===== src/sv/rwsi_pkg.sv =====
// Shared types and constants for the ray / wall segment intersection counter.
// Depends on nothing; every other file imports it.
package rwsi_pkg;

  localparam int COORD_W   = 16;                 // signed Q8.8 coordinate
  localparam int DIFF_W    = COORD_W + 1;        // exact coordinate difference
  localparam int CROSS_W   = 2 * DIFF_W + 1;     // exact 2D cross product
  localparam int MAG_W     = CROSS_W;            // magnitude of a cross product
  localparam int QUO_W     = COORD_W;            // quotient magnitude bound
  localparam int PROD_W    = MAG_W + QUO_W;      // |tn| * |delta|
  localparam int REM_W     = MAG_W + 1;          // divider partial remainder
  localparam int CNT_W     = 11;
  localparam int MAX_WALLS = 1024;
  localparam int HIT_LIMIT = (MAX_WALLS > 2047) ? 2047 : MAX_WALLS;
  localparam int CFG_IDX_W = 3;
  localparam int DIV_STEPS = QUO_W;
  localparam int DIV_CNT_W = $clog2(DIV_STEPS);

  typedef logic signed [COORD_W-1:0] coord_t;

  typedef enum logic [CFG_IDX_W-1:0] {
    CFG_RAY_START_X,
    CFG_RAY_START_Y,
    CFG_RAY_START_Z,
    CFG_RAY_END_X,
    CFG_RAY_END_Y,
    CFG_RAY_END_Z
  } cfg_reg_t;

  typedef enum logic [1:0] {
    XSEL_D,
    XSEL_T,
    XSEL_U
  } cross_sel_t;

  typedef enum logic [2:0] {
    S_IDLE,
    S_CROSS_D,
    S_CROSS_T,
    S_CROSS_U,
    S_TEST,
    S_MULT,
    S_DIV,
    S_DONE
  } state_t;

  typedef struct packed {
    logic signed [COORD_W-1:0] start_x;
    logic signed [COORD_W-1:0] start_y;
    logic signed [COORD_W-1:0] end_x;
    logic signed [COORD_W-1:0] end_y;
    logic                      last;
  } wall_t;

  typedef struct packed {
    logic                      hit;
    logic signed [COORD_W-1:0] point_x;
    logic signed [COORD_W-1:0] point_y;
    logic signed [COORD_W-1:0] point_z;
    logic [CNT_W-1:0]          hits_so_far;
    logic                      last_result;
  } result_t;

  typedef struct packed {
    logic       load_wall;
    logic       cross_en;
    cross_sel_t cross_sel;
    logic       test;
    logic       div_load;
    logic       div_step;
    logic       publish;
  } dp_cmd_t;

  typedef struct packed {
    logic hit_now;
  } dp_status_t;

endpackage


===== src/sv/rwsi_ctrl.sv =====
// Sequencer for the intersection datapath: handshakes, step order, divide count.
// Depends on rwsi_pkg.
module rwsi_ctrl import rwsi_pkg::*; (
  input  logic       clk,
  input  logic       rst_n,
  input  logic       in_valid,
  output logic       in_ready,
  output logic       out_valid,
  input  logic       out_ready,
  input  dp_status_t status,
  output dp_cmd_t    cmd
);

  state_t               state_r, state_nxt;
  logic [DIV_CNT_W-1:0] cnt_r, cnt_nxt;
  logic                 out_valid_r, out_valid_nxt;

  always_ff @(posedge clk) begin
    if (!rst_n) begin
      state_r     <= S_IDLE;
      cnt_r       <= '0;
      out_valid_r <= 1'b0;
    end else begin
      state_r     <= state_nxt;
      cnt_r       <= cnt_nxt;
      out_valid_r <= out_valid_nxt;
    end
  end

  always_comb begin
    state_nxt = state_r;
    cnt_nxt   = cnt_r;
    in_ready  = 1'b0;
    cmd       = '0;
    cmd.cross_sel = XSEL_D;
    unique case (state_r)
      S_IDLE: begin
        in_ready = 1'b1;
        if (in_valid) begin
          cmd.load_wall = 1'b1;
          state_nxt     = S_CROSS_D;
        end
      end
      S_CROSS_D: begin
        cmd.cross_en  = 1'b1;
        cmd.cross_sel = XSEL_D;
        state_nxt     = S_CROSS_T;
      end
      S_CROSS_T: begin
        cmd.cross_en  = 1'b1;
        cmd.cross_sel = XSEL_T;
        state_nxt     = S_CROSS_U;
      end
      S_CROSS_U: begin
        cmd.cross_en  = 1'b1;
        cmd.cross_sel = XSEL_U;
        state_nxt     = S_TEST;
      end
      S_TEST: begin
        cmd.test  = 1'b1;
        state_nxt = status.hit_now ? S_MULT : S_DONE;
      end
      S_MULT: begin
        cmd.div_load = 1'b1;
        cnt_nxt      = '0;
        state_nxt    = S_DIV;
      end
      S_DIV: begin
        cmd.div_step = 1'b1;
        cnt_nxt      = cnt_r + 1'b1;
        if (cnt_r == DIV_CNT_W'(DIV_STEPS - 1)) begin
          state_nxt = S_DONE;
        end
      end
      S_DONE: begin
        if (!out_valid_r || out_ready) begin
          cmd.publish = 1'b1;
          state_nxt   = S_IDLE;
        end
      end
      default: state_nxt = S_IDLE;
    endcase
  end

  always_comb begin
    out_valid_nxt = out_valid_r;
    if (cmd.publish) begin
      out_valid_nxt = 1'b1;
    end else if (out_ready) begin
      out_valid_nxt = 1'b0;
    end
  end

  assign out_valid = out_valid_r;

  a_accept_starts: assert property (@(posedge clk) disable iff (!rst_n)
    (in_valid && in_ready) |=> (state_r == S_CROSS_D))
    else $error("accepted wall did not start the cross products");

  a_div_length: assert property (@(posedge clk) disable iff (!rst_n)
    (state_r == S_DIV && cnt_r == DIV_CNT_W'(DIV_STEPS - 1)) |=> (state_r == S_DONE))
    else $error("divide did not finish after its last step");

  a_mult_on_hit: assert property (@(posedge clk) disable iff (!rst_n)
    (state_r == S_MULT) |-> ($past(state_r) == S_TEST && $past(status.hit_now)))
    else $error("divide started without a hit");

  a_result_from_done: assert property (@(posedge clk) disable iff (!rst_n)
    $rose(out_valid_r) |-> ($past(state_r) == S_DONE))
    else $error("result raised outside the finish step");

endmodule


===== config.mk =====
export PLATFORM = sky130hd
export DESIGN_NAME = rwsi_ctrl
export DESIGN_NICKNAME = d
export VERILOG_FILES = /design/src/sv/rwsi_pkg.sv /design/src/sv/rwsi_ctrl.sv
export SDC_FILE = /design/constraint.sdc
export NUM_CORES = 1
export LEC_CHECK = 0
export ABC_AREA = 1
export ABC_CLOCK_PERIOD_IN_PS = 3180
export BUFFER_PORTS_ARGS = -buffer_cell sky130_fd_sc_hd__buf_2
export CAP_MARGIN = 20
export CELL_PAD_IN_SITES_DETAIL_PLACEMENT = 1
export CELL_PAD_IN_SITES_GLOBAL_PLACEMENT = 1
export CORE_UTILIZATION = 35
export CTS_CLUSTER_DIAMETER = 100
export DETAILED_ROUTE_END_ITERATION = 8
export PLACE_DENSITY = 0.87
export SETUP_SLACK_MARGIN = 0.2
export SLEW_MARGIN = 20
export SYNTH_ARGS = -nofsm -noshare
export SYNTH_HDL_FRONTEND = slang
export SYNTH_SLANG_ARGS = --single-unit

===== constraint.sdc =====
create_clock -name clk -period 3.18 [get_ports clk]
set_input_delay 0.159 -clock clk [delete_from_list [all_inputs] [get_ports clk]]
set_output_delay 0.159 -clock clk [all_outputs]
set_load 0.05 [all_outputs]

==> results.sh, run 1 <==
export IMPL_grt_overflow=0
export IMPL_p_leak_nw=0.323
export IMPL_drc=0
export IMPL_finalCriticalPeriod_ps=1700
export IMPL_cts_sinks=8
export IMPL_hp_class="in -> reg"
export IMPL_numCtsBuffers=3
export IMPL_min_delay_path_depth=2
export IMPL_dieArea_um2=1630
export IMPL_yosysUniqueCellTypes=20
export IMPL_grt_pass1_vias=503
export IMPL_syn_to_final_growth_pct=15.8
export IMPL_hold_viol=0
export IMPL_grt_use_total_pct=19.0
export IMPL_clock_skew_ps=9.55
export IMPL_start_util_pct=38.6
export IMPL_r2r_start="state_r[2]$_SDFFE_PN0P_"
export IMPL_slew_limit_headroom_pct=73.7
export IMPL_period_share_pct=53.4
export IMPL_netlist_area_um2=515
export IMPL_grt_pass1_wl_um=2010
export IMPL_r2r_cells=5
export IMPL_crit_type="reg -> out"
export IMPL_worstHoldStart="rst_n"
export IMPL_critPathMaxStageDelay_ps=550
export IMPL_cts_tree="built"
export IMPL_synth_seq_cells=8
export IMPL_worst_slack_ps=1480
export IMPL_fp_row_count=13
export IMPL_timing_max_cap_violations=0
export IMPL_numPortBuffers=14
export IMPL_place_ws_ps=1760
export IMPL_clkTransAtPathRegs_ps=60
export IMPL_dr_pass1_iters=3
export IMPL_post_cts_buffers=0
export IMPL_rrSetupSlack_ps=1970
export IMPL_holdWs_ps=169
export IMPL_wl_um=1180
export IMPL_cp_slowest_cell="dfxtp_1"
export IMPL_clk_latency_ps=260
export IMPL_irDropWorstVdd_uv=254
export IMPL_io_pins=15
export IMPL_coreArea_um2=1330
export IMPL_worstMarginPinSlew_ps=393
export IMPL_cts_root_buf="clkbuf_4"
export IMPL_dr_total_vias=500
export IMPL_place_gp_congestion=0.656
export IMPL_ant_nets=0
export IMPL_cp_max_fo=9
export IMPL_diodes=0
export IMPL_utilization_pct=44.7
export IMPL_startpoint_type="flop"
export IMPL_rsz0062_at_grt="false"
export IMPL_detailed_place_hpwl_um=956
export IMPL_viasPerCell=4.76
export IMPL_cp_arrival_ps=1540
export IMPL_fin_setup_tns_ps=0
export IMPL_status="finished clean"
export IMPL_grt_max_degree=10
export IMPL_p_per_area_nw_per_um2=508
export IMPL_required_ps=3020
export IMPL_netlist_instances=76
export IMPL_drv_slew=0
export IMPL_path_buf_inv=2
export IMPL_max_freq_mhz=589
export IMPL_r2r_end="cnt_r[3]$_SDFFE_PN0P_"
export IMPL_hold_buffers=0
export IMPL_num_nets_final=98
export IMPL_ys_warnings_count=0
export IMPL_crit_family="flip-flops"
export IMPL_syn_nets=82
export IMPL_syn_mean_instance_area_um2=6.78
export IMPL_path_cells="inv_2 > nor2_2 > nand2_2 > nand4_1 > nor2_1 > buf_2"
export IMPL_final_cell_area_um2=597
export IMPL_endpoint_kind="output pin"
export IMPL_cts_buffer_depth=2
export IMPL_antenna_found_initial=0
export IMPL_detailed_place_area_um2=574
export IMPL_post_cts_resized=0
export IMPL_chipWidth_um=40.4
export IMPL_drive_above_1_share_pct=36.7
export IMPL_wl_per_cell_um=11.3
export IMPL_ys_seq_area_share_pct=31.1
export IMPL_min_to="out_valid$_SDFFE_PN0P_"
export IMPL_setup_viol=0
export IMPL_die_y_um=40.4
export IMPL_drt_iter0_markers=4
export IMPL_cts_max_level=1
## synthesized netlist by cell type
| cell type | instances | share of area (%) |
|---|---|---|
| a21oi_1 | 4 | 3.9 |
| a21oi_2 | 1 | 1.7 |
| buf_4 | 1 | 1.5 |
| buf_6 | 2 | 4.4 |
| dfxtp_1 | 8 | 31 |
| ha_1 | 1 | 2.4 |
| inv_1 | 9 | 6.6 |
| inv_2 | 5 | 3.6 |
| nand2_1 | 13 | 9.5 |
| nand2_2 | 3 | 3.6 |
| nand3_1 | 3 | 2.9 |
| nand3_2 | 4 | 7.8 |
| nand4_1 | 2 | 2.4 |
| nor2_1 | 12 | 8.7 |
| nor2_2 | 2 | 2.4 |
| nor2_4 | 1 | 2.2 |
| nor3_1 | 2 | 1.9 |
| o21a_1 | 1 | 1.5 |
| o21ai_0 | 1 | 0.97 |
| o21ai_1 | 1 | 0.97 |
## placed cells by master (no fill, tap or decap)
cell and instances:
nor2_1 12, o21a_1 1, nand4_1 2, dfxtp_1 8, clkbuf_4 3, o21ai_1 1, inv_2 5, o21ai_0 1
nand2_2 3, a21oi_1 4, nand3_1 3, nor3_1 2, nand2_1 13, ha_1 1, buf_2 14, nor2_2 2
inv_1 9, nor2_4 1, a21oi_2 1, nand3_2 4
## layout make-up
type	count	area, um2
Sequential cell	8	160
Clock buffer	3	22.5
Tap cell	15	18.8
Multi-Input combinational cell	51	273
Inverter	14	52.6
Fill cell	195	737
Timing Repair Buffer	14	70.1
## layer usage
| layer | vias up | track usage, % | routed length (um) |
|---|---|---|---|
| met1 | 224 | 19.6 | 513 |
| li1 | 262 | - | - |
| met4 | 0 | 5.00 | 4 |
| met5 | - | 0 | 0 |
| met3 | 2 | 6.67 | 62 |
| met2 | 12 | 35.7 | 603 |
## worst max-delay path by stage
stage                                        from      to  slack, ps  cells past startpoint
final                     state_r[2]$_SDFFE_PN0P_  cmd[0]       1480                      6
after global routing        cnt_r[0]$_SDFFE_PN0P_  cmd[0]       1320                      6
after CTS                 state_r[2]$_SDFFE_PN0P_  cmd[0]       1460                      6
after detailed placement  state_r[2]$_SDFFE_PN0P_  cmd[0]       1760                      6
after global placement    state_r[2]$_SDFFE_PN0P_  cmd[0]       1770                      5
after floorplan           state_r[0]$_SDFFE_PN0P_  cmd[7]       1330                      4
## power breakdown
part / internal, mW / leakage (nW) / total [mW] / switching (mW)
registers: 0.106 / 0.0650 / 0.119 / 0.0132
logic: 0.0253 / 0.244 / 0.104 / 0.0783
clock network: 0.0434 / 0.0138 / 0.0809 / 0.0375
total: 0.174 / 0.323 / 0.303 / 0.129
## state kept, by name, summed over array words and instances, names as in the netlist
register,flops
cnt_r,4
state_r,3
out_valid,1
## stage by stage
step | std cells | power, mW
final | 105 | 0.303
after global routing | 105 | 0.322
after CTS | 105 | 0.311
after detailed placement | 102 | 0.226
after global placement | 102 | 0.224
after floorplan | 76 | 0.209
## logic make-up (layout without fill, tap and decap cells)
group,count (synthesis),after routing,share of synthesized area (%)
AOI/OAI and AO/OA,8,8,8.98
buffers and inverters,17,31,16.0
adders and majority gates,1,1,2.43
DFF,8,8,31.1
and+or+nand+nor,42,42,41.5
(Power assumes the default switching activity.)
==> run 2: changes to the inputs <==
ABC_CLOCK_PERIOD_IN_PS = 1600   (was 3180)
CORE_UTILIZATION = 33   (was 35)
PLACE_DENSITY = 0.83   (was 0.87)
clock period = 1.6 ns   (was 3.18 ns; I/O delays follow)
==> run 2 against run 1 <==
Net effect: non-clock buffer count increased by 8; largest cell class unchanged; count of clock-buffer cells in the layout unchanged; worst hold slack got worse by 57 ps; critical endpoint unchanged; critical path depth unchanged; clock power increased by 92%; combinational power increased by 120%; flip-flop and latch count unchanged; sequential power increased by 100%; worst setup slack got worse by 1300 ps.
==> results.sh, run 2 (same netlist as run 1, synthesis figures left out) <==
export IMPL_layout_common_cells="nand2_1 (12), nor2_1 (11), buf_2 (11)"
export IMPL_place_gp_congestion=0.719
export IMPL_startpoint_type="flop"
export IMPL_finalPower_mw=0.627
export IMPL_grt_pass1_vias=539
export IMPL_clock_skew_ps=3.37
export IMPL_cts_sinks=8
export IMPL_grt_pass1_wl_um=2340
export IMPL_hp_class="in -> reg"
export IMPL_fin_cells=113
export IMPL_fin_setup_tns_ps=0
export IMPL_io_pins=15
export IMPL_cp_slowest_cell="dfxtp_4"
export IMPL_p_leak_nw=0.369
export IMPL_drv_slew=0
export IMPL_grt_max_degree=10
export IMPL_cts_tree="built"
export IMPL_grt_use_total_pct=17.4
export IMPL_cp_max_fo=2
export IMPL_cp_arrival_ps=1310
export IMPL_dr_total_vias=564
export IMPL_drt_iter0_markers=8
export IMPL_coreArea_um2=1380
export IMPL_timing_max_cap_violations=0
export IMPL_path_cells="ha_4 > nand3_2 > nand3_2 > nand4_1 > nor2_2 > buf_6"
export IMPL_die_y_um=41.5
export IMPL_cpMostUsedCell="nand3_2"
export IMPL_r2r_cells=9
export IMPL_largest_register_ffs=4
export IMPL_min_to="out_valid$_SDFFE_PN0P_"
export IMPL_syn_to_final_growth_pct=39.8
export IMPL_path_buf_inv=1
export IMPL_numCtsBuffers=3
export IMPL_antenna_found_initial=0
export IMPL_numPortBuffers=14
export IMPL_chipWidth_um=41.5
export IMPL_p_per_area_nw_per_um2=869
export IMPL_diodes=0
export IMPL_regMostFlops="cnt_r"
export IMPL_hold_viol=0
export IMPL_drc=0
export IMPL_wl_um=1380
export IMPL_clk_latency_ps=250
export IMPL_worstHoldStart="rst_n"
export IMPL_num_nets_final=106
export IMPL_viasPerCell=4.99
export IMPL_drive_above_1_share_pct=54.1
export IMPL_cts_root_buf="clkbuf_4"
export IMPL_fp_row_count=13
export IMPL_required_ps=1520
export IMPL_setup_viol=0
export IMPL_dieArea_um2=1720
export IMPL_rrSetupSlack_ps=270
export IMPL_grt_overflow=0
export IMPL_slew_limit_headroom_pct=83.1
export IMPL_finalCriticalPeriod_ps=1390
export IMPL_cts_max_level=1
export IMPL_start_util_pct=37.3
export IMPL_wl_per_cell_um=12.2
export IMPL_max_freq_mhz=719
export IMPL_hold_buffers=0
export IMPL_min_delay_path_depth=2
export IMPL_ant_nets=0
export IMPL_worstMarginPinSlew_ps=256
export IMPL_r2r_start="cnt_r[0]$_SDFFE_PN0P_"
export IMPL_cts_buffer_depth=2
export IMPL_critPathMaxStageDelay_ps=360
export IMPL_status="finished clean"
export IMPL_final_common_cell="nand2_1"
export IMPL_clkTransAtPathRegs_ps=60
export IMPL_detailed_place_hpwl_um=952
export IMPL_rsz0062_at_grt="true"
export IMPL_place_inst=102
export IMPL_irDropWorstVdd_uv=460
export IMPL_crit_family="simple AND/OR/NAND/NOR gates"
export IMPL_endpoint_kind="output pin"
export IMPL_dr_pass1_iters=4
export IMPL_crit_type="reg -> out"
export IMPL_r2r_end="state_r[1]$_SDFFE_PN0P_"
export IMPL_period_share_pct=87.0
export IMPL_utilization_pct=52.1
[run 2: changes by cell type in the layout (fill, tap and decap cells not counted), sizes merged]
cell / delta
buf: +7
clkbuf: +1
[run 2: routing by layer]
layer | vias to the layer above | routed length [um] | GRT usage [%]
met5 | - | 0 | 0
met4 | 0 | 18 | 7.74
met3 | 2 | 45 | 2.61
met2 | 13 | 739 | 31.9
met1 | 269 | 579 | 19.4
li1 | 280 | - | -
[run 2: layout make-up]
| class | count | area (um2) |
|---|---|---|
| fill | 191 | 662 |
| multi-input combinational | 51 | 305 |
| sequential | 8 | 174 |
| timing repair buffer | 22 | 145 |
| inverter | 14 | 55.1 |
| clock buffer | 3 | 22.5 |
| tap | 15 | 18.8 |
[run 2: worst max path at each step]
stage          cells after the start  endpoint  slack (ps)                     from
2_1_floorplan                      4  in_ready         220  state_r[0]$_SDFFE_PN0P_
4_1_cts                            6    cmd[0]         160    cnt_r[1]$_SDFFE_PN0P_
6_report                           6    cmd[0]         210    cnt_r[0]$_SDFFE_PN0P_
3_3_place_gp                       5    cmd[0]         270  state_r[0]$_SDFFE_PN0P_
3_5_place_dp                       5    cmd[0]         230  state_r[2]$_SDFFE_PN0P_
5_1_grt                            6    cmd[0]         110    cnt_r[0]$_SDFFE_PN0P_
[run 2: per-stage QoR]
stage,setup WS (ps),hold WS (ps),area [um2]
after CTS,163,103,693
after global placement,268,364,584
after detailed placement,229,372,584
final,208,112,721
after global routing,109,109,721
after floorplan,221,198,526
[run 2: timing repair]
action	in CTS	in global routing
setup buffers	7	1
pin swaps	3	3
gates resized for setup	11	10
setup endpoints to repair	7	5
[run 2: power by group]
group	leakage [nW]	total (mW)	switching [mW]	internal (mW)
sequential	0.0680	0.239	0.0277	0.211
clock	0.0138	0.155	0.0692	0.0859
combinational	0.287	0.233	0.165	0.0671
==> run 3: changes to the inputs <==
CORE_ASPECT_RATIO = 1.2   (was default)
==> run 3 against run 2 <==
Net effect: worst setup slack got worse by 1.3 ps; worst hold slack lost 23 ps; cell area is 1.9% higher; sequential share of layout area decreased by 0.45 points; utilization down 1.3 points; fmax about the same; routed wire length is 15% higher; register-to-register slack about the same; critical endpoint unchanged; largest power group is now combinational logic.
==> results.sh, run 3 (same netlist as run 1, synthesis figures left out) <==
export IMPL_status="finished clean"
export IMPL_timing_max_cap_violations=0
export IMPL_ant_nets=0
export IMPL_final_common_cell="nand2_1"
export IMPL_hold_viol=0
export IMPL_numPortBuffers=14
export IMPL_endpoint_kind="output pin"
export IMPL_drv_slew=0
export IMPL_r2r_cells=9
export IMPL_setup_viol=0
export IMPL_min_to="cnt_r[3]$_SDFFE_PN0P_"
export IMPL_worstMarginPinSlew_ps=248
export IMPL_max_freq_mhz=718
export IMPL_p_sw_mw=0.273
export IMPL_p_leak_nw=0.383
export IMPL_slew_limit_headroom_pct=83.6
export IMPL_cp_arrival_ps=1310
export IMPL_path_cells="ha_4 > nand3_2 > nand3_2 > nand4_1 > nor2_1 > buf_6"
export IMPL_cts_tree="built"
export IMPL_hp_class="in -> reg"
export IMPL_worstHoldStart="rst_n"
export IMPL_cts_root_buf="clkbuf_4"
export IMPL_dieArea_um2=1720
export IMPL_clkPwrFrac_pct=24.7
export IMPL_utilization_pct=50.8
export IMPL_combPwrFrac_pct=39.0
export IMPL_rrSetupSlack_ps=270
export IMPL_grt_overflow=0
export IMPL_drive_above_1_share_pct=52.5
export IMPL_seqPwrFrac_pct=36.3
export IMPL_r2r_start="cnt_r[1]$_SDFFE_PN0P_"
export IMPL_startpoint_type="flop"
export IMPL_layout_common_cells="nand2_1 (13), nor2_1 (12), buf_4 (12)"
export IMPL_antenna_found_initial=0
export IMPL_syn_to_final_growth_pct=42.5
export IMPL_largest_register_ffs=4
export IMPL_r2r_end="state_r[1]$_SDFFE_PN0P_"
export IMPL_detailed_place_hpwl_um=1040
export IMPL_fin_setup_tns_ps=0
export IMPL_power_internal_mw=0.371
export IMPL_fp_row_count=15
export IMPL_finalCriticalPeriod_ps=1390
export IMPL_cp_slowest_cell="dfxtp_2"
export IMPL_register_area_um2=174
export IMPL_holdWs_ps=89.0
export IMPL_viasPerCell=4.90
export IMPL_start_util_pct=35.7
export IMPL_rsz0062_at_grt="true"
export IMPL_io_pins=15
export IMPL_grt_pass1_vias=575
export IMPL_p_sw_share_pct=42.4
export IMPL_multi_input_area_um2=300
export IMPL_cts_buffer_depth=2
export IMPL_diodes=0
export IMPL_num_nets_final=109
export IMPL_p_per_area_nw_per_um2=877
export IMPL_clk_latency_ps=260
export IMPL_dr_pass1_iters=2
export IMPL_cts_sinks=8
export IMPL_nFillCells=199
export IMPL_drc=0
export IMPL_grt_max_degree=9
export IMPL_cpMostUsedCell="nand3_2"
export IMPL_dr_total_vias=578
export IMPL_regMostFlops="cnt_r"
export IMPL_cp_max_fo=2
export IMPL_grt_use_total_pct=19.7
export IMPL_numCtsBuffers=3
export IMPL_critPathMaxStageDelay_ps=350
export IMPL_clkTransAtPathRegs_ps=60
export IMPL_irDropWorstVdd_uv=339
export IMPL_grt_pass1_wl_um=2290
export IMPL_required_ps=1520
export IMPL_place_gp_congestion=0.690
export IMPL_cts_max_level=1
export IMPL_wl_per_cell_um=13.5
export IMPL_finalPower_mw=0.644
export IMPL_die_y_um=45.3
export IMPL_clock_skew_ps=0.355
export IMPL_chipWidth_um=38.1
export IMPL_min_delay_path_depth=3
export IMPL_period_share_pct=87.1
export IMPL_crit_type="reg -> out"
export IMPL_coreArea_um2=1450
export IMPL_wl_um=1590
export IMPL_drt_iter0_markers=4
run 3: worst max path at each step:
stage,startpoint,end,depth (start not counted)
after global routing,state_r[0]$_SDFFE_PN0P_,in_ready,4
after detailed placement,state_r[2]$_SDFFE_PN0P_,cmd[0],6
final,cnt_r[1]$_SDFFE_PN0P_,cmd[0],6
after global placement,state_r[2]$_SDFFE_PN0P_,cmd[0],6
after CTS,cnt_r[1]$_SDFFE_PN0P_,cmd[0],6
after floorplan,state_r[0]$_SDFFE_PN0P_,in_ready,4
run 3: power by group through the flow:
stage                     Clock, mW  Combinational [mW]  Sequential, mW
final                         0.159               0.251           0.234
after global routing          0.172               0.268           0.235
after CTS                     0.167               0.231           0.235
after detailed placement          0               0.213           0.242
after global placement            0               0.210           0.240
after floorplan                   0               0.196           0.223
run 3: layout make-up:
type / instances / area share, %
well taps: 17 / 2.90
flip-flops and latches: 8 / 23.7
clock buffers: 3 / 3.07
multi-input cells: 51 / 40.9
repair buffers: 25 / 22.3
inverters: 14 / 7.16
run 3: per-layer routing:
| metal | routed length, um | global-route usage [%] | part of all wire, % |
|---|---|---|---|
| met5 | 0 | 0 | 0 |
| met4 | 49 | 15.0 | 3.1 |
| met3 | 36 | 2.46 | 2.3 |
| met2 | 962 | 40.3 | 60 |
| met1 | 544 | 15.5 | 34 |
run 3: metrics by stage:
step	instances	worst slack [ps]	cell area (um2)
after floorplan	76	221	526
after global placement	104	230	587
after detailed placement	104	180	587
after CTS	116	183	714
after global routing	118	149	734
final	118	207	734
run 3: worst max-delay path: cells and delay by family, from the launching register on:
| kind | cells | cell delay [ps] |
|---|---|---|
| buffers and inverters | 1 | 170 |
| adder cells (fa/ha/maj) | 1 | 140 |
| AND/OR/NAND/NOR | 4 | 390 |
| flip-flops | 1 | 350 |
run 3: timing repair:
item | in CTS | in global routing
pin swaps | 2 | 1
setup buffers | 9 | 2
hold endpoints to repair | 0 | 0
setup endpoints to repair | 7 | 4
hold buffers | 0 | 0
resized for setup | 13 | 3
